==> config.mk <==
export PLATFORM = sky130hd
export DESIGN_NAME = slp_mac
export DESIGN_NICKNAME = d
export VERILOG_FILES = /design/src/sv/slp_pkg.sv /design/src/sv/slp_mac.sv
export SDC_FILE = /design/constraint.sdc
export NUM_CORES = 1
export LEC_CHECK = 0
export BUFFER_PORTS_ARGS = -buffer_cell sky130_fd_sc_hd__clkbuf_2
export CORE_MARGIN = 2
export CORE_UTILIZATION = 30
export CTS_BUF_LIST = sky130_fd_sc_hd__clkbuf_8
export DETAILED_ROUTE_END_ITERATION = 12
export HOLD_SLACK_MARGIN = 0.15
export SLEW_MARGIN = 20
export SYNTH_ARGS = -nofsm -noshare
export SYNTH_HDL_FRONTEND = slang
export SYNTH_SLANG_ARGS = --single-unit
==> constraint.sdc <==
create_clock -name clk -period 7.1 [get_ports clk]
set_input_delay 1.065 -clock clk [delete_from_list [all_inputs] [get_ports clk]]
set_output_delay 1.065 -clock clk [all_outputs]
set_load 0.01 [all_outputs]
==> src/sv/slp_pkg.sv <==
// Shared types, constants, saturation helper and sigmoid table generation for the sparse logistic inference block.
`default_nettype none

package slp_pkg;

  localparam int POS_W  = 10;
  localparam int VAL_W  = 16;
  localparam int PROD_W = 2 * VAL_W;
  localparam int ACC_W  = 40;
  localparam int OFF_W  = 28;
  localparam int PROB_W = 16;

  localparam int DEF_VECTOR_SIZE     = 1024;
  localparam int DEF_SIGMOID_ENTRIES = 256;

  typedef enum logic [1:0] {
    OP_WRITE = 2'd0,
    OP_ELEM  = 2'd1,
    OP_END   = 2'd2,
    OP_NONE  = 2'd3
  } op_t;

  // Feature element or sample end entering the multiply-accumulate pipeline.
  typedef struct packed {
    logic                    vld;
    logic                    use_w;
    logic                    close;
    logic signed [VAL_W-1:0] value;
  } elem_t;

  // Closed sample handed from the accumulator to the sigmoid stages.
  typedef struct packed {
    logic                    vld;
    logic signed [ACC_W-1:0] sum;
  } close_t;

  // Saturate a sum that has grown by one bit back to the accumulator width.
  function automatic logic signed [ACC_W-1:0] slp_sat(input logic signed [ACC_W:0] x);
    logic signed [ACC_W-1:0] r;
    if (x[ACC_W] != x[ACC_W-1]) begin
      r = x[ACC_W] ? {1'b1, {(ACC_W-1){1'b0}}} : {1'b0, {(ACC_W-1){1'b1}}};
    end else begin
      r = x[ACC_W-1:0];
    end
    return r;
  endfunction

  // Long division by shift and subtract, used only while the table is elaborated.
  function automatic longint unsigned slp_udiv(input longint unsigned a,
                                               input longint unsigned b);
    logic [64:0]     rem;
    longint unsigned q;
    rem = '0;
    q   = '0;
    for (int k = 63; k >= 0; k--) begin
      rem = {rem[63:0], a[k]};
      if (rem >= {1'b0, b}) begin
        rem  = rem - {1'b0, b};
        q[k] = 1'b1;
      end
    end
    return q;
  endfunction

  // One sigmoid table entry, taken at the midpoint of bin i out of ent bins over [-8, 8).
  function automatic logic [PROB_W-1:0] slp_sig_entry(input int unsigned i,
                                                      input int unsigned ent);
    longint          m;
    longint unsigned mag;
    longint unsigned t;
    longint unsigned f;
    longint unsigned term;
    longint unsigned e;
    longint unsigned d;
    longint unsigned p;
    longint unsigned one;
    one  = 64'd1 << 32;
    m    = longint'(i) * 2 + 1 - longint'(ent);
    mag  = (m < 0) ? longint'(-m) : longint'(m);
    t    = slp_udiv(mag << 35, longint'(ent));
    f    = t >> 4;
    term = one;
    e    = one;
    for (int n = 1; n <= 20; n++) begin
      term = slp_udiv((term * f) >> 32, longint'(n));
      if (n % 2 == 1) begin
        e = e - term;
      end else begin
        e = e + term;
      end
    end
    for (int k = 0; k < 4; k++) begin
      if (e < one) begin
        e = (e * e + 64'h8000_0000) >> 32;
      end
    end
    d = one + e;
    if (m >= 0) begin
      p = slp_udiv((64'd1 << 48) + (d >> 1), d);
    end else begin
      p = slp_udiv((e << 16) + (d >> 1), d);
    end
    if (p > 64'd65535) begin
      p = 64'd65535;
    end
    return p[PROB_W-1:0];
  endfunction

endpackage

`default_nettype wire

==> src/sv/slp_mac.sv <==
// Multiply-accumulate pipeline: weight times value, summed per sample with saturation.
`default_nettype none

module slp_mac
  import slp_pkg::*;
(
  input  wire                     clk,
  input  wire                     rst_n,
  input  wire                     en,
  input  elem_t                   elem,
  input  wire  [VAL_W-1:0]        weight,
  output close_t                  closed
);

  // Stage 1: weight arrives from the RAM alongside the registered element.
  logic                     s1_vld_r;
  logic                     s1_use_w_r;
  logic                     s1_close_r;
  logic signed [VAL_W-1:0]  s1_value_r;

  // Stage 2: registered product.
  logic                     s2_vld_r;
  logic                     s2_close_r;
  logic signed [PROD_W-1:0] s2_prod_r;
  logic signed [PROD_W-1:0] s2_prod_nxt;

  // Stage 3: running score and the closed sample.
  logic signed [ACC_W-1:0]  acc_r;
  logic signed [ACC_W-1:0]  acc_nxt;
  logic signed [ACC_W-1:0]  sum;
  logic                     s3_vld_r;
  logic signed [ACC_W-1:0]  s3_sum_r;

  always_comb begin
    if (s1_use_w_r) begin
      s2_prod_nxt = $signed(weight) * s1_value_r;
    end else begin
      s2_prod_nxt = '0;
    end
  end

  assign sum = slp_sat({acc_r[ACC_W-1], acc_r}
                       + {{(ACC_W+1-PROD_W){s2_prod_r[PROD_W-1]}}, s2_prod_r});

  always_comb begin
    acc_nxt = acc_r;
    if (s2_vld_r) begin
      acc_nxt = s2_close_r ? '0 : sum;
    end
  end

  always_ff @(posedge clk) begin
    if (!rst_n) begin
      s1_vld_r <= 1'b0;
      s2_vld_r <= 1'b0;
      s3_vld_r <= 1'b0;
      acc_r    <= '0;
    end else if (en) begin
      s1_vld_r <= elem.vld;
      s2_vld_r <= s1_vld_r;
      s3_vld_r <= s2_vld_r && s2_close_r;
      acc_r    <= acc_nxt;
    end
  end

  always_ff @(posedge clk) begin
    if (en) begin
      s1_use_w_r <= elem.use_w;
      s1_close_r <= elem.close;
      s1_value_r <= elem.value;
      s2_close_r <= s1_close_r;
      s2_prod_r  <= s2_prod_nxt;
      s3_sum_r   <= sum;
    end
  end

  assign closed.vld = s3_vld_r;
  assign closed.sum = s3_sum_r;

endmodule

`default_nettype wire

==> results_dict.tcl <==
set metrics [dict create \
    tightest_slew_ns 0.9642 \
    synth_adder_area_share_pct 42.32 \
    cap_violations 0 \
    initial_core_util_pct 30.38 \
    r2r-start "s1_value_r[1]" \
    finalInstanceArea_um2 18580 \
    maxUsedRoutingLayer "met4" \
    root_buffer "clkbuf_8" \
    clkLatencyLatePin_ns 0.52 \
    synthTopCellsByArea "fa_1 31%, edfxtp_1 16%, ha_1 9.1%" \
    report.final.hold_viol_count 0 \
    num_vias 11821 \
    ys_seq_area_share_pct 21.47 \
    reg2reg_slack_ns 0.24 \
    syn_nets 2102 \
    synth_top_family_by_area "adder cells" \
    rsz0062_at_grt "no" \
    worst-path-max-fanout 16 \
    max_slew_margin_pct 35.29 \
    track_usage_pct 14.98 \
    syn-cell-area_um2 16740 \
    outcome "finished, final reports clean" \
    synth-xor-area-share_pct 3.753 \
    synth_mux_area_share_pct 0.2392 \
    hold_depth 0 \
    synth_common_cells "286 x inv_1, 263 x fa_1, 161 x nand2_1" \
    layout-drive-gt1-share_pct 11.35 \
    dpl.hpwl_mm 33.39 \
    fin_util_pct 33.72 \
    numCtsBuffers 17 \
    cp.arrival_ns 7.15 \
    cp-start-kind "flip-flop" \
    core_um2 55090 \
    dr_wl_met3_mm 1.823 \
    cts_setup_buffers 0 \
    async_flop_share_pct 0 \
    fin_nets 2181 \
    min_from "s1_close_r" \
    wl_met2_mm 19.60 \
    die-area_um2 57700 \
    synth_area_leader_cell "fa_1" \
    fin_crit_ns 6.859 \
    clock.fmax_mhz 145.8 \
    place_area_um2 18160 \
    clockBufferDepth 2 \
    num_io_pins 79 \
    synth.distinct_cells 70 \
    layout-area-overhead-vs-synth_pct 10.99 \
    drc_errors 0 \
    synth_seq_cells 134 \
    synth-edff-count 91 \
    drtIter0Drc 595 \
    chipHeight_um 240.2 \
    synthSimpleGateAreaFrac_pct 13.56 \
    grt_pass1_vias 12872 \
    hold_buffers 0 \
    numPortBuffers 78 \
    n_antenna_cell 0 \
    critPathKind "flip-flop to flip-flop" \
    synth_warnings 0 \
    ys.flop_type "edfxtp_1" \
    drt-vias-per-instance 4.693 \
    grt_max_degree 66 \
    hp-class "flip-flop to flip-flop" \
    routabilityCongestion 0.8781 \
    setup_viol 0 \
    m1WireLength_mm 18.77 \
    endpoint_kind "flip-flop" \
    ant_nets 0 \
    synthesis.instances 1679 \
    grt_antenna_before_repair 0 \
    synth_area_per_cell_um2 9.969 \
    clock-sinks 134 \
    grt_pass1_wl_mm 67.37 \
    worst_r2r_path_depth 22 \
    synth_compound_area_share_pct 10.48 \
    clkTransAtPathRegs_ns 0.11 \
    final-max-slew-violation-count 0 \
    die_x_um 240.2 \
    yosys.cell_count.top_type "inv_1" \
    wl_per_cell_um 16.17 \
    yosysTopAreaCellShare_pct 31.46 \
    final.setup.tns_ns 0 \
    drtPass1Iterations 5 \
    min_to "s2_close_r" \
    gr-total-overflow 0 \
    nFillCells 5641 \
    worstPathRequired_ns 7.39 \
    wirelength_mm 40.74 \
    r2r-end "s2_prod_r[31]" \
    post_cts_resize_count 0 \
    cts_tree "done" \
    num_rows 86 \
    period_share_pct 96.61 \
    fin_skew_ns 0.02780 \
    htreeDepth 4 \
]
[worst max-delay path by stage]
stage | from | endpoint | slack, ns | depth (start not counted)
after CTS | s1_value_r[1] | s2_prod_r[31] | 0.29 | 22
after global placement | weight[9] | s2_prod_r[31] | 0.12 | 23
after floorplan | weight[15] | s2_prod_r[31] | 0.18 | 23
final | s1_value_r[1] | s2_prod_r[31] | 0.24 | 22
after global routing | s1_value_r[1] | s2_prod_r[31] | 0.01 | 22
after detailed placement | weight[15] | s2_prod_r[31] | 0.004 | 23
[kinds of logic (layout without fill, tap and decap cells)]
| kind of cell | count (synthesis) | count (layout) |
|---|---|---|
| muxes | 4 | 4 |
| buffers and inverters | 355 | 447 |
| and+or+nand+nor | 445 | 445 |
| xor gates and xnor gates | 70 | 70 |
| DFF | 134 | 134 |
| adders and majority gates | 414 | 414 |
| AOI/OAI and AO/OA | 257 | 257 |
[metal layers]
layer	vias to the layer above	track usage, %
li1	5590	-
met1	5967	19.54
met2	229	25.70
met3	35	2.652
met4	0	3.689
met5	-	0
[state kept, by name (all words and copies together) (netlist names)]
name / cells
acc_r: 40
s1_close_r: 1
s1_use_w_r: 1
s1_value_r: 16
s1_vld_r: 1
s2_close_r: 1
s2_prod_r: 32
s2_vld_r: 1
s3_sum_r: 40
s3_vld_r: 1
[cell type report]
| class | count | area (um2) | area share [%] |
|---|---|---|---|
| clock inverters | 15 | 180.2 | 0.9699 |
| repair buffers | 128 | 768.2 | 4.136 |
| well taps | 748 | 935.9 | 5.038 |
| multi-input cells | 1190 | 11790 | 63.45 |
| clock buffers | 17 | 234.0 | 1.260 |
| flip-flops and latches | 134 | 3593 | 19.34 |
| inverters | 287 | 1077 | 5.799 |
[critical path: stages (launching register included)]
cell and delay, ns:
edfxtp_1 0.87, nand2_1 0.22, inv_1 0.18, fa_1 0.45, buf_4 0.19, fa_1 0.66, fa_1 0.48, fa_1 0.51
fa_1 0.49, inv_1 0.05, fa_1 0.47, inv_1 0.04, ha_1 0.33, nand2_1 0.11, nor2_1 0.07, a221o_1 0.32
a21oi_1 0.22, o21ai_0 0.10, a31oi_1 0.24, a21oi_1 0.14, a31oi_1 0.23, xnor2_1 0.09, and2_1 0.16
[through the flow]
stage | cells | hold WS, ns | setup slack (ns)
floorplan | 1679 | 0.4003 | 0.1839
global placement | 2487 | 0.4155 | 0.1168
detailed placement | 2487 | 0.4072 | 0.004450
CTS | 2519 | 0.4400 | 0.2923
global route | 2519 | 0.4450 | 0.01109
finish | 2519 | 0.4363 | 0.2409
[layout by cell type (no fill, tap or decap), types with 4 or more instances in the layout]
| cell type | netlist | routed |
|---|---|---|
| nand3_1 | 12 | 12 |
| maj3_1 | 28 | 28 |
| a21o_1 | 31 | 31 |
| nand2b_1 | 12 | 12 |
| a221o_2 | 20 | 20 |
| o221ai_1 | 5 | 5 |
| edfxtp_1 | 91 | 91 |
| clkbuf_8 | 0 | 17 |
| nand2_1 | 161 | 161 |
| a21oi_1 | 74 | 74 |
| fa_1 | 263 | 263 |
| or2_2 | 5 | 5 |
| mux2i_1 | 4 | 4 |
| dfxtp_1 | 43 | 43 |
| nor2b_1 | 9 | 9 |
| and2_1 | 158 | 158 |
| o21a_1 | 10 | 10 |
| nand4_1 | 7 | 7 |
| xnor2_1 | 48 | 48 |
| a221o_1 | 6 | 6 |
| inv_1 | 286 | 286 |
| xor2_1 | 20 | 20 |
| a31oi_1 | 10 | 10 |
| ha_1 | 122 | 122 |
| buf_4 | 1 | 51 |
| o21ai_0 | 49 | 49 |
| clkbuf_2 | 0 | 77 |
| inv_6 | 0 | 7 |
| and3_1 | 8 | 8 |
| a211oi_1 | 9 | 9 |
| nor3_1 | 12 | 12 |
| nor2_1 | 45 | 45 |
| o21bai_1 | 7 | 7 |
| o211ai_1 | 5 | 5 |
Power is not shown: default switching activity piles up to over one toggle a cycle in this logic, so the estimate is an artifact.
