**src/sv/slp_pkg.sv**
```systemverilog
// Shared types, constants, saturation helper and sigmoid table generation for the sparse logistic inference block.
`default_nettype none

package slp_pkg;

  localparam int POS_W  = 10;
  localparam int VAL_W  = 16;
  localparam int PROD_W = 2 * VAL_W;
  localparam int ACC_W  = 40;
  localparam int OFF_W  = 28;
  localparam int PROB_W = 16;

  localparam int DEF_VECTOR_SIZE     = 1024;
  localparam int DEF_SIGMOID_ENTRIES = 256;

  typedef enum logic [1:0] {
    OP_WRITE = 2'd0,
    OP_ELEM  = 2'd1,
    OP_END   = 2'd2,
    OP_NONE  = 2'd3
  } op_t;

  // Feature element or sample end entering the multiply-accumulate pipeline.
  typedef struct packed {
    logic                    vld;
    logic                    use_w;
    logic                    close;
    logic signed [VAL_W-1:0] value;
  } elem_t;

  // Closed sample handed from the accumulator to the sigmoid stages.
  typedef struct packed {
    logic                    vld;
    logic signed [ACC_W-1:0] sum;
  } close_t;

  // Saturate a sum that has grown by one bit back to the accumulator width.
  function automatic logic signed [ACC_W-1:0] slp_sat(input logic signed [ACC_W:0] x);
    logic signed [ACC_W-1:0] r;
    if (x[ACC_W] != x[ACC_W-1]) begin
      r = x[ACC_W] ? {1'b1, {(ACC_W-1){1'b0}}} : {1'b0, {(ACC_W-1){1'b1}}};
    end else begin
      r = x[ACC_W-1:0];
    end
    return r;
  endfunction

  // Long division by shift and subtract, used only while the table is elaborated.
  function automatic longint unsigned slp_udiv(input longint unsigned a,
                                               input longint unsigned b);
    logic [64:0]     rem;
    longint unsigned q;
    rem = '0;
    q   = '0;
    for (int k = 63; k >= 0; k--) begin
      rem = {rem[63:0], a[k]};
      if (rem >= {1'b0, b}) begin
        rem  = rem - {1'b0, b};
        q[k] = 1'b1;
      end
    end
    return q;
  endfunction

  // One sigmoid table entry, taken at the midpoint of bin i out of ent bins over [-8, 8).
  function automatic logic [PROB_W-1:0] slp_sig_entry(input int unsigned i,
                                                      input int unsigned ent);
    longint          m;
    longint unsigned mag;
    longint unsigned t;
    longint unsigned f;
    longint unsigned term;
    longint unsigned e;
    longint unsigned d;
    longint unsigned p;
    longint unsigned one;
    one  = 64'd1 << 32;
    m    = longint'(i) * 2 + 1 - longint'(ent);
    mag  = (m < 0) ? longint'(-m) : longint'(m);
    t    = slp_udiv(mag << 35, longint'(ent));
    f    = t >> 4;
    term = one;
    e    = one;
    for (int n = 1; n <= 20; n++) begin
      term = slp_udiv((term * f) >> 32, longint'(n));
      if (n % 2 == 1) begin
        e = e - term;
      end else begin
        e = e + term;
      end
    end
    for (int k = 0; k < 4; k++) begin
      if (e < one) begin
        e = (e * e + 64'h8000_0000) >> 32;
      end
    end
    d = one + e;
    if (m >= 0) begin
      p = slp_udiv((64'd1 << 48) + (d >> 1), d);
    end else begin
      p = slp_udiv((e << 16) + (d >> 1), d);
    end
    if (p > 64'd65535) begin
      p = 64'd65535;
    end
    return p[PROB_W-1:0];
  endfunction

endpackage

`default_nettype wire

```
**src/sv/slp_sigmoid.sv**
```systemverilog
// Bias addition, clamping, sigmoid table lookup and the output register.
`default_nettype none

module slp_sigmoid
  import slp_pkg::*;
#(
  parameter int SIGMOID_ENTRIES = DEF_SIGMOID_ENTRIES
) (
  input  wire                      clk,
  input  wire                      rst_n,
  input  wire                      en,
  input  close_t                   closed,
  input  wire  signed [VAL_W-1:0]  bias,
  output logic                     hold,
  output logic                     out_valid,
  input  wire                      out_ready,
  output logic [PROB_W-1:0]        out_prob,
  output logic                     out_label
);

  localparam int IDX_W = $clog2(SIGMOID_ENTRIES);
  localparam int ENT_W = $clog2(SIGMOID_ENTRIES + 1);
  localparam int MUL_W = OFF_W + ENT_W;

  logic [PROB_W-1:0] sig_rom [SIGMOID_ENTRIES];

  for (genvar g = 0; g < SIGMOID_ENTRIES; g++) begin : g_rom
    localparam logic [PROB_W-1:0] ENTRY = slp_sig_entry(g, SIGMOID_ENTRIES);
    assign sig_rom[g] = ENTRY;
  end

  // Stage 4: score with bias.
  logic                    s4_vld_r;
  logic signed [ACC_W-1:0] s4_score_r;
  logic signed [ACC_W-1:0] s4_score_nxt;

  // Stage 5: label and table index.
  logic                    s5_vld_r;
  logic                    s5_label_r;
  logic [IDX_W-1:0]        s5_idx_r;
  logic [OFF_W-1:0]        clamped;
  logic [OFF_W-1:0]        offset;
  logic [MUL_W-1:0]        idx_prod;
  logic                    label_nxt;

  logic                    out_valid_r;
  logic                    out_valid_nxt;
  logic [PROB_W-1:0]       out_prob_r;
  logic                    out_label_r;

  assign s4_score_nxt = slp_sat({closed.sum[ACC_W-1], closed.sum}
                                + {{(ACC_W+1-VAL_W-12){bias[VAL_W-1]}}, bias, 12'b0});

  always_comb begin
    priority if (!s4_score_r[ACC_W-1] && (|s4_score_r[ACC_W-2:OFF_W-1])) begin
      clamped = {1'b0, {(OFF_W-1){1'b1}}};
    end else if (s4_score_r[ACC_W-1] && !(&s4_score_r[ACC_W-2:OFF_W-1])) begin
      clamped = {1'b1, {(OFF_W-1){1'b0}}};
    end else begin
      clamped = s4_score_r[OFF_W-1:0];
    end
  end

  // Adding half the range just flips the sign bit of the clamped score.
  assign offset    = {~clamped[OFF_W-1], clamped[OFF_W-2:0]};
  assign idx_prod  = MUL_W'(offset) * MUL_W'(SIGMOID_ENTRIES);
  assign label_nxt = !s4_score_r[ACC_W-1] && (|s4_score_r[ACC_W-2:0]);

  // Freeze when a new result reaches the tail while the held one is not taken.
  assign hold = s5_vld_r && out_valid_r && !out_ready;

  assign out_valid_nxt = s5_vld_r ? 1'b1 : (out_valid_r && !out_ready);

  always_ff @(posedge clk) begin
    if (!rst_n) begin
      s4_vld_r    <= 1'b0;
      s5_vld_r    <= 1'b0;
      out_valid_r <= 1'b0;
    end else begin
      out_valid_r <= en ? out_valid_nxt : out_valid_r;
      if (en) begin
        s4_vld_r <= closed.vld;
        s5_vld_r <= s4_vld_r;
      end
    end
  end

  always_ff @(posedge clk) begin
    if (en) begin
      s4_score_r <= s4_score_nxt;
      s5_label_r <= label_nxt;
      s5_idx_r   <= idx_prod[OFF_W +: IDX_W];
      if (s5_vld_r) begin
        out_prob_r  <= sig_rom[s5_idx_r];
        out_label_r <= s5_label_r;
      end
    end
  end

  assign out_valid = out_valid_r;
  assign out_prob  = out_prob_r;
  assign out_label = out_label_r;

endmodule

`default_nettype wire

```
**config.mk**
```make
export PLATFORM = sky130hd
export DESIGN_NAME = slp_sigmoid
export DESIGN_NICKNAME = d
export VERILOG_FILES = /design/src/sv/slp_pkg.sv /design/src/sv/slp_sigmoid.sv
export SDC_FILE = /design/constraint.sdc
export NUM_CORES = 1
export LEC_CHECK = 0
export ABC_AREA = 1
export BUFFER_PORTS_ARGS = -buffer_cell sky130_fd_sc_hd__buf_2
export CAP_MARGIN = 20
export CORE_AREA = 2 2 118 120
export CTS_BUF_LIST = sky130_fd_sc_hd__clkbuf_2
export DETAILED_ROUTE_END_ITERATION = 7
export DIE_AREA = 0 0 120 122
export PLACE_DENSITY = 0.79
export REMOVE_ABC_BUFFERS = 1
export SETUP_SLACK_MARGIN = 0.3
export SLEW_MARGIN = 20
export SYNTH_ARGS = -nofsm -noshare
export SYNTH_HDL_FRONTEND = slang
export SYNTH_SLANG_ARGS = --single-unit
```
**constraint.sdc**
```tcl
create_clock -name clk -period 2.95 [get_ports clk]
set_input_delay 0.295 -clock clk [delete_from_list [all_inputs] [get_ports clk]]
set_output_delay 0.295 -clock clk [all_outputs]
set_load 0.03 [all_outputs]
```
==> results by group, run 1 <==
Setup path
  • WS Path Type: reg2reg
  • Critical Path Max Stage Delay: 0.50 ns
  • WP data required: 3.42 ns
  • Worst setup path end: out_prob[10]
  • Crit path max-delay cell type: edfxtp_1
  • R2r endpoint: out_prob[10]
  • Arrival @ worst endpoint: 3.11 ns
  • Worst setup SP type: register
  • R2R setup slack: 0.31 ns
  • FF-to-FF path depth: 9
  • Crit-path cells: clkinvlp_4, buf_4, nand2_1, nand2_2, o21ai_0, nand2_1, a31oi_1, o21ai_0, nand2_1
  • Worst-path fanout max: 8
  • Worst Setup SP: s5_idx_r[2]
  • Critical R2R Launch: s5_idx_r[2]
  • CP Capture Type: register
  • Crit path top cell by count: nand2_1

Run status
  • Status: finished, violations left
  • Violated checks: design-rule violations

Floorplanning
  • Core area: 13500 µm²
  • Die height: 122 µm
  • # rows: 43
  • Starting Density: 57.8%
  • Die X-Extent: 120 µm
  • IO Count: 80
  • Die Area: 14600 µm²

Pwr
  • P_sw: 0.00218 W
  • Internal power: 0.00229 W
  • Pwr dens: 502 nW/µm²
  • Peak supply drop: 0.259 mV
  • Combinational Power Share: 55.2%
  • Seq pwr share: 29.9%
  • Clock power share: 15.0%
  • Leak: 4.28 nW
  • Total Power Consumption: 0.00447 W
  • Switching Fraction: 48.8%

Clock network
  • Maximum buffer depth of the clock tree: 2
  • Clock Latency Late Sink: 0.62 ns
  • Total CTS buffers: 9
  • H-tree depth: 3
  • Worst-path clk slew: 0.20 ns
  • Root Driver: clkbuf_2
  • CTS tree: yes
  • TritonCTS Sinks: 69

Timing
  • Fmax: 379 MHz
  • Final worst path period share: 89.5%
  • Least-Margin Pin Slew: 0.775 ns
  • Clock skew: 0.0595 ns
  • Hold Vio Cnt, Final: 0
  • Fin. max-slew vios: 0
  • Slew margin rel.: 48.0%
  • Slack of the critical path: 0.310 ns
  • Finish-stage setup viols: 0
  • RSZ-0062 raised after global routing: yes
  • Crit path time final: 2.64 ns

Routing
  • DRC Markers: 27
  • DRT Wirelength: 33300 µm
  • Vias: 9806
  • Post-DRT Antenna Nets: 0
  • Detailed-router iteration count before antenna repair: 8
  • Drt wl/cell: 21.9 µm
  • Vias per cell: 6.46
  • Initial DRC count: 1436

Logic synthesis
  • Count leader, synth: nand2_1
  • Post-synth top area share: 25.4%
  • Asr flop ratio synth: 0%
  • Yosys warnings: 0
  • FF+latch count, synth: 69
  • Post-synth EDFFs: 66
  • Synthesized instance count: 1225
  • Main synth FF type: edfxtp_1
  • Synthesized area per cell: 6.37 µm²
  • Synth area leader: edfxtp_1
  • Cell types with the highest counts after synthesis: 395 x nand2_1, 114 x nor2_1, 111 x inv_1
  • Top cells by area, synth: edfxtp_1 25%, nand2_1 19%, ha_1 7.5%
  • Seq/Total Area, Yosys: 26.2%
  • Cell variety after synth: 50
  • Cell Area, Synth: 7800 µm²

Cells and area
  • Post-layout util: 66.0%
  • Layout area overhead: 14.1%
  • Share of cells above drive strength 1: 14.1%
  • FILL cells: 1233
  • Final net count: 1442

Run
  • MaxCap Viol Count: 0

Global routing
  • Most used routing layer: met2
  • Met1 Usage GRT: 49.3%
  • Initial antenna violation count: 2
  • Grt ovf: 0
  • Largest net degree at the start of global routing: 54
  • First-pass GRT wire length: 49700 µm
  • GR Util All Layers: 45.2%
  • Vias in the first global route: 9142
  • GR Layer Usage met2: 71.6%
  • Met3 usage: 16.0%

Place
  • Post-Place Worst Slack: 0.244 ns
  • GP Congestion: 1.17
  • IO buf count: 79
  • Post-DP HPWL: 23400 µm

Min path
  • Hold WC Path Type: in2reg
==> final cells by class <==
type / count / area, µm² / area share [%]
clock buffer: 9 / 45.0 / 0.506
timing repair buffer: 143 / 956 / 10.7
timing repair inverter: 1 / 7.51 / 0.0843
tap: 180 / 225 / 2.53
sequential: 69 / 2040 / 22.9
clock inverter: 7 / 90.1 / 1.01
multi-input combinational: 992 / 5090 / 57.2
inverter: 117 / 447 / 5.02
antenna: 1 / 2.50 / 0.0281
==> power groups by stage <==
stage                     combinational [W]  sequential, W  clock [W]
after floorplan                     0.00133        0.00142          0
after detailed placement            0.00222        0.00136          0
after global routing                0.00261        0.00135   0.000701
after global placement              0.00223        0.00135          0
after CTS                           0.00225        0.00133   0.000661
final                               0.00247        0.00134   0.000669
==> flip-flops by register name, summed over array words and instances, names as in the netlist <==
register	count
s4_score_r	40
out_prob	16
s5_idx_r	8
out_label	1
out_valid	1
s4_vld_r	1
s5_label_r	1
s5_vld_r	1
==> cell usage in the layout (no fill, tap or decap), drive strengths merged, types with 12 or more instances in the layout <==
cell / count
nor2: 125
a21oi: 96
inv: 112
ha: 47
a31oi: 12
nand2: 409
nand4: 18
edfxtp: 66
nand3: 81
o21ai: 94
buf: 126
o211ai: 14
dlygate4sd3: 17
nor3: 16
xor2: 15
==> worst min-delay path by stage <==
stage | from | to | slack (ns) | cells after the start
floorplan | s5_label_r | out_label | 0.40 | 0
global placement | s5_label_r | out_label | 0.40 | 0
detailed placement | s5_label_r | out_label | 0.42 | 0
CTS | bias[0] | s4_score_r[12] | 0.1 | 4
global route | bias[0] | s4_score_r[12] | 0.11 | 4
finish | bias[0] | s4_score_r[12] | 0.11 | 4
==> cell families after synthesis <==
group / synth area share, %
AO/OA/AOI/OAI: 18.9
XOR/XNOR: 2.02
flip-flops: 26.2
AND/OR/NAND/NOR: 36.3
adder cells (fa/ha/maj): 7.79
buffers and inverters: 8.82
==> metrics by stage <==
stage | TNS (ns) | hold slack [ns] | instances | area, µm²
floorplan | -5.05 | 0.400 | 1178 | 7560
global placement | 0 | 0.404 | 1477 | 8510
detailed placement | 0 | 0.415 | 1477 | 8510
CTS | 0 | 0.0998 | 1510 | 8820
global route | 0 | 0.105 | 1519 | 8910
finish | 0 | 0.109 | 1519 | 8910
==> layer usage <==
layer  wire length, µm  up-vias
met2             14800      839
met3              4370      287
met5                 0        -
met1             10900     4312
met4              3260        0
li1                  -     4368
==> timing repair <==
action / 4_1_cts / 5_1_grt
setup buffers: 0 / 7
hold buffers: 17 / 0
resized for setup: 0 / 9
setup endpoints to repair: 0 / 10
hold endpoints to repair: 15 / 0
==> worst max-delay path: cells and delay by family (launching register included) <==
| family | cells | cell delay (ns) |
|---|---|---|
| compound gates | 3 | 0.68 |
| buf+inv | 2 | 0.52 |
| flops | 1 | 0.50 |
| simple gates | 4 | 0.81 |
(Power assumes the default switching activity.)
==> run 2, diff against run 1 <==
--- a/config.mk
+++ b/config.mk
@@ -6,13 +6,14 @@
 export NUM_CORES = 1
 export LEC_CHECK = 0
 export ABC_AREA = 1
+export ABC_CLOCK_PERIOD_IN_PS = 2950
 export BUFFER_PORTS_ARGS = -buffer_cell sky130_fd_sc_hd__buf_2
 export CAP_MARGIN = 20
-export CORE_AREA = 2 2 118 120
+export CORE_AREA = 2 2 128 130
 export CTS_BUF_LIST = sky130_fd_sc_hd__clkbuf_2
 export DETAILED_ROUTE_END_ITERATION = 7
-export DIE_AREA = 0 0 120 122
-export PLACE_DENSITY = 0.79
+export DIE_AREA = 0 0 130 132
+export PLACE_DENSITY = 0.69
 export REMOVE_ABC_BUFFERS = 1
 export SETUP_SLACK_MARGIN = 0.3
 export SLEW_MARGIN = 20
==> run 2 against run 1 <==
Compared with the run above:
- the run still ends with design-rule violations left
- sequential power barely moved
- clock power decreased by 14%
- via count decreased by 1.9%
- register-to-register slack got worse by 0.02 ns
- global-route usage fell by 4.6 points
- sequential share of layout area rose by 0.10 points
- fmax fell by 0.61%
==> results by group, run 2 (synthesized netlist as in run 1, its figures left out) <==
Run status
  • Status: finished, violations left
  • Violated checks: design-rule violations

Cells and area
  • Layout area overhead: 13.6%
  • Design area: 8870 µm² (-0.45%)
  • Share of cells above drive strength 1: 13.7% (-0.33 points)
  • Final net count: 1438 (-0.28%)
  • Biggest register: s4_score_r
  • Post-layout util: 56.4% (-9.5 points)
  • Most common cell after layout, fill and taps aside: nand2_1
  • Largest register FFs: 40 (unchanged)
  • Most frequent cells in the layout: 394 x nand2_1, 112 x nor2_1, 111 x inv_1

Clock network
  • Worst-path clk slew: 0.20 ns (about the same)
  • CTS tree: yes
  • Root Driver: clkbuf_2
  • Clock Latency Late Sink: 0.60 ns (-0.02 ns)
  • Total CTS buffers: 9 (unchanged)
  • TritonCTS Sinks: 69 (unchanged)
  • H-tree depth: 3 (unchanged)
  • Maximum buffer depth of the clock tree: 2 (unchanged)

Floorplanning
  • Die X-Extent: 130 µm (+8.3%)
  • Starting Density: 49.7% (-8.1 points)
  • Core area: 15700 µm² (+16%)
  • Die Area: 17200 µm² (+17%)
  • # rows: 46 (+7.0%)
  • Die height: 132 µm (+8.2%)
  • IO Count: 80 (unchanged)

Global routing
  • Vias in the first global route: 9379 (+2.6%)
  • Initial antenna violation count: 2 (unchanged)
  • First-pass GRT wire length: 52200 µm (+5.1%)
  • Largest net degree at the start of global routing: 66 (+22%)
  • GR Util All Layers: 40.6% (-4.6 points)
  • Grt ovf: 0 (unchanged)

Timing
  • Fmax: 376 MHz (-0.61%)
  • Hold_ws: 0.106 ns (-0.00243 ns)
  • Clock skew: 0.0636 ns (+0.00406 ns)
  • Final worst path period share: 90.0% (+0.55 points)
  • Least-Margin Pin Slew: 0.866 ns (+0.0912 ns)
  • Finish-stage setup viols: 0 (unchanged)
  • RSZ-0062 raised after global routing: yes
  • Crit path time final: 2.66 ns (+0.0162 ns)
  • Slew margin rel.: 41.8% (-6.3 points)
  • Hold Vio Cnt, Final: 0 (unchanged)
  • Fin. max-slew vios: 0 (unchanged)

Min path
  • Hold WC Path Type: in2reg

Pwr
  • Leak: 4.26 nW (-0.42%)
  • Seq pwr share: 30.6% (+0.7 points)
  • Pwr dens: 493 nW/µm² (-1.9%)
  • Peak supply drop: 0.238 mV (-8.2%)
  • Combinational Power Share: 56.3% (+1.1 points)
  • Clock power share: 13.1% (-1.9 points)
  • P_sw: 0.00218 W (-0.36%)
  • Internal power: 0.00219 W (-4.2%)
  • Switching Fraction: 49.8% (+0.97 points)

Routing
  • Vias: 9616 (-1.9%)
  • DRT Wirelength: 34400 µm (+3.1%)
  • Initial DRC count: 1338 (-6.8%)
  • Vias per cell: 6.20 (-4.0%)
  • DRC Markers: 71 (+160%)
  • Post-DRT Antenna Nets: 0 (unchanged)
  • Drt wl/cell: 22.2 µm (+0.95%)
  • Detailed-router iteration count before antenna repair: 8 (unchanged)

Setup path
  • Worst-path fanout max: 6 (-2)
  • CP Capture Type: register
  • Worst setup SP type: register
  • WS Path Type: reg2reg
  • WP data required: 3.29 ns (-0.13 ns)
  • Arrival @ worst endpoint: 3.00 ns (-0.11 ns)

Place
  • Post-DP HPWL: 24800 µm (+6.3%)
  • Placed instance area: 8570 µm² (+0.65%)
  • GP Congestion: 1.13 (-3.9%)
  • IO buf count: 79 (unchanged)

Run
  • MaxCap Viol Count: 0 (unchanged)
-- run 2: cell types whose count changed in the layout (fill, tap and decap cells not counted), moves of 2 or more --
cell           change
o21ai_0            -3
o21ai_1            +3
clkinv_1           -2
dlygate4sd3_1      -2
inv_1              +2
-- run 2: metal layers --
metal	GRT usage [%]	share of wire [%]
met2	64.5	45
met3	13.8	12
met4	30.2	9.5
met1	44.4	33
met5	0	0
-- run 2: what timing repair did --
| action | 4_1_cts | 5_1_grt |
|---|---|---|
| setup endpoints to repair | 0 | 7 |
| gates resized for setup | 0 | 6 |
| endpoints found under the hold margin | 15 | 0 |
| setup buffers | 0 | 3 |
| hold buffers | 15 | 0 |
-- run 2: final cells by class --
cell class / instances / area [µm²]
Fill cell: 1565 / 6850
Multi-Input combinational cell: 992 / 5080
Sequential cell: 69 / 2040
Timing Repair Buffer: 140 / 916
Inverter: 117 / 439
Tap cell: 216 / 270
Clock inverter: 6 / 63.8
Clock buffer: 10 / 50.0
Antenna cell: 1 / 2.50
-- run 2: final timing paths --
path / start / end / slack, ns / cells after the start
worst min-delay path: bias[0] / s4_score_r[12] / 0.11 / 4
worst max-delay path: s5_idx_r[1] / out_prob[4] / 0.29 / 13
worst max register to register: s5_idx_r[1] / out_prob[4] / 0.29 / 13
worst min register to register: s5_label_r / out_label / 0.46 / 0
-- run 2: power by group through the flow --
stage               Clock (W)  Combinational, W  Sequential (W)
floorplan                   0           0.00133         0.00142
global placement            0           0.00229         0.00136
detailed placement          0           0.00225         0.00136
CTS                  0.000583           0.00227         0.00134
global route         0.000611           0.00262         0.00135
finish               0.000573           0.00246         0.00134
-- run 2: per-stage QoR --
step | power [W] | instances | TNS, ns | setup slack [ns]
after floorplan | 0.00275 | 1178 | -5.05 | -0.527
after global placement | 0.00365 | 1516 | 0 | 0.337
after detailed placement | 0.00361 | 1516 | 0 | 0.221
after CTS | 0.00419 | 1547 | 0 | 0.491
after global routing | 0.00458 | 1551 | 0 | 0.235
final | 0.00437 | 1551 | 0 | 0.294
-- run 2: worst max-delay path: stages (launching register included) --
cell and delay (ns):
edfxtp_1 0.39, inv_1 0.06, ha_1 0.30, inv_1 0.18, nand2_1 0.27, nand2_1 0.14, nand2_1 0.11, o21ai_0 0.10
nand2_1 0.10, o21ai_0 0.09, nand2_1 0.06, nand4_1 0.35, nand3_1 0.23, nand2_1 0.08
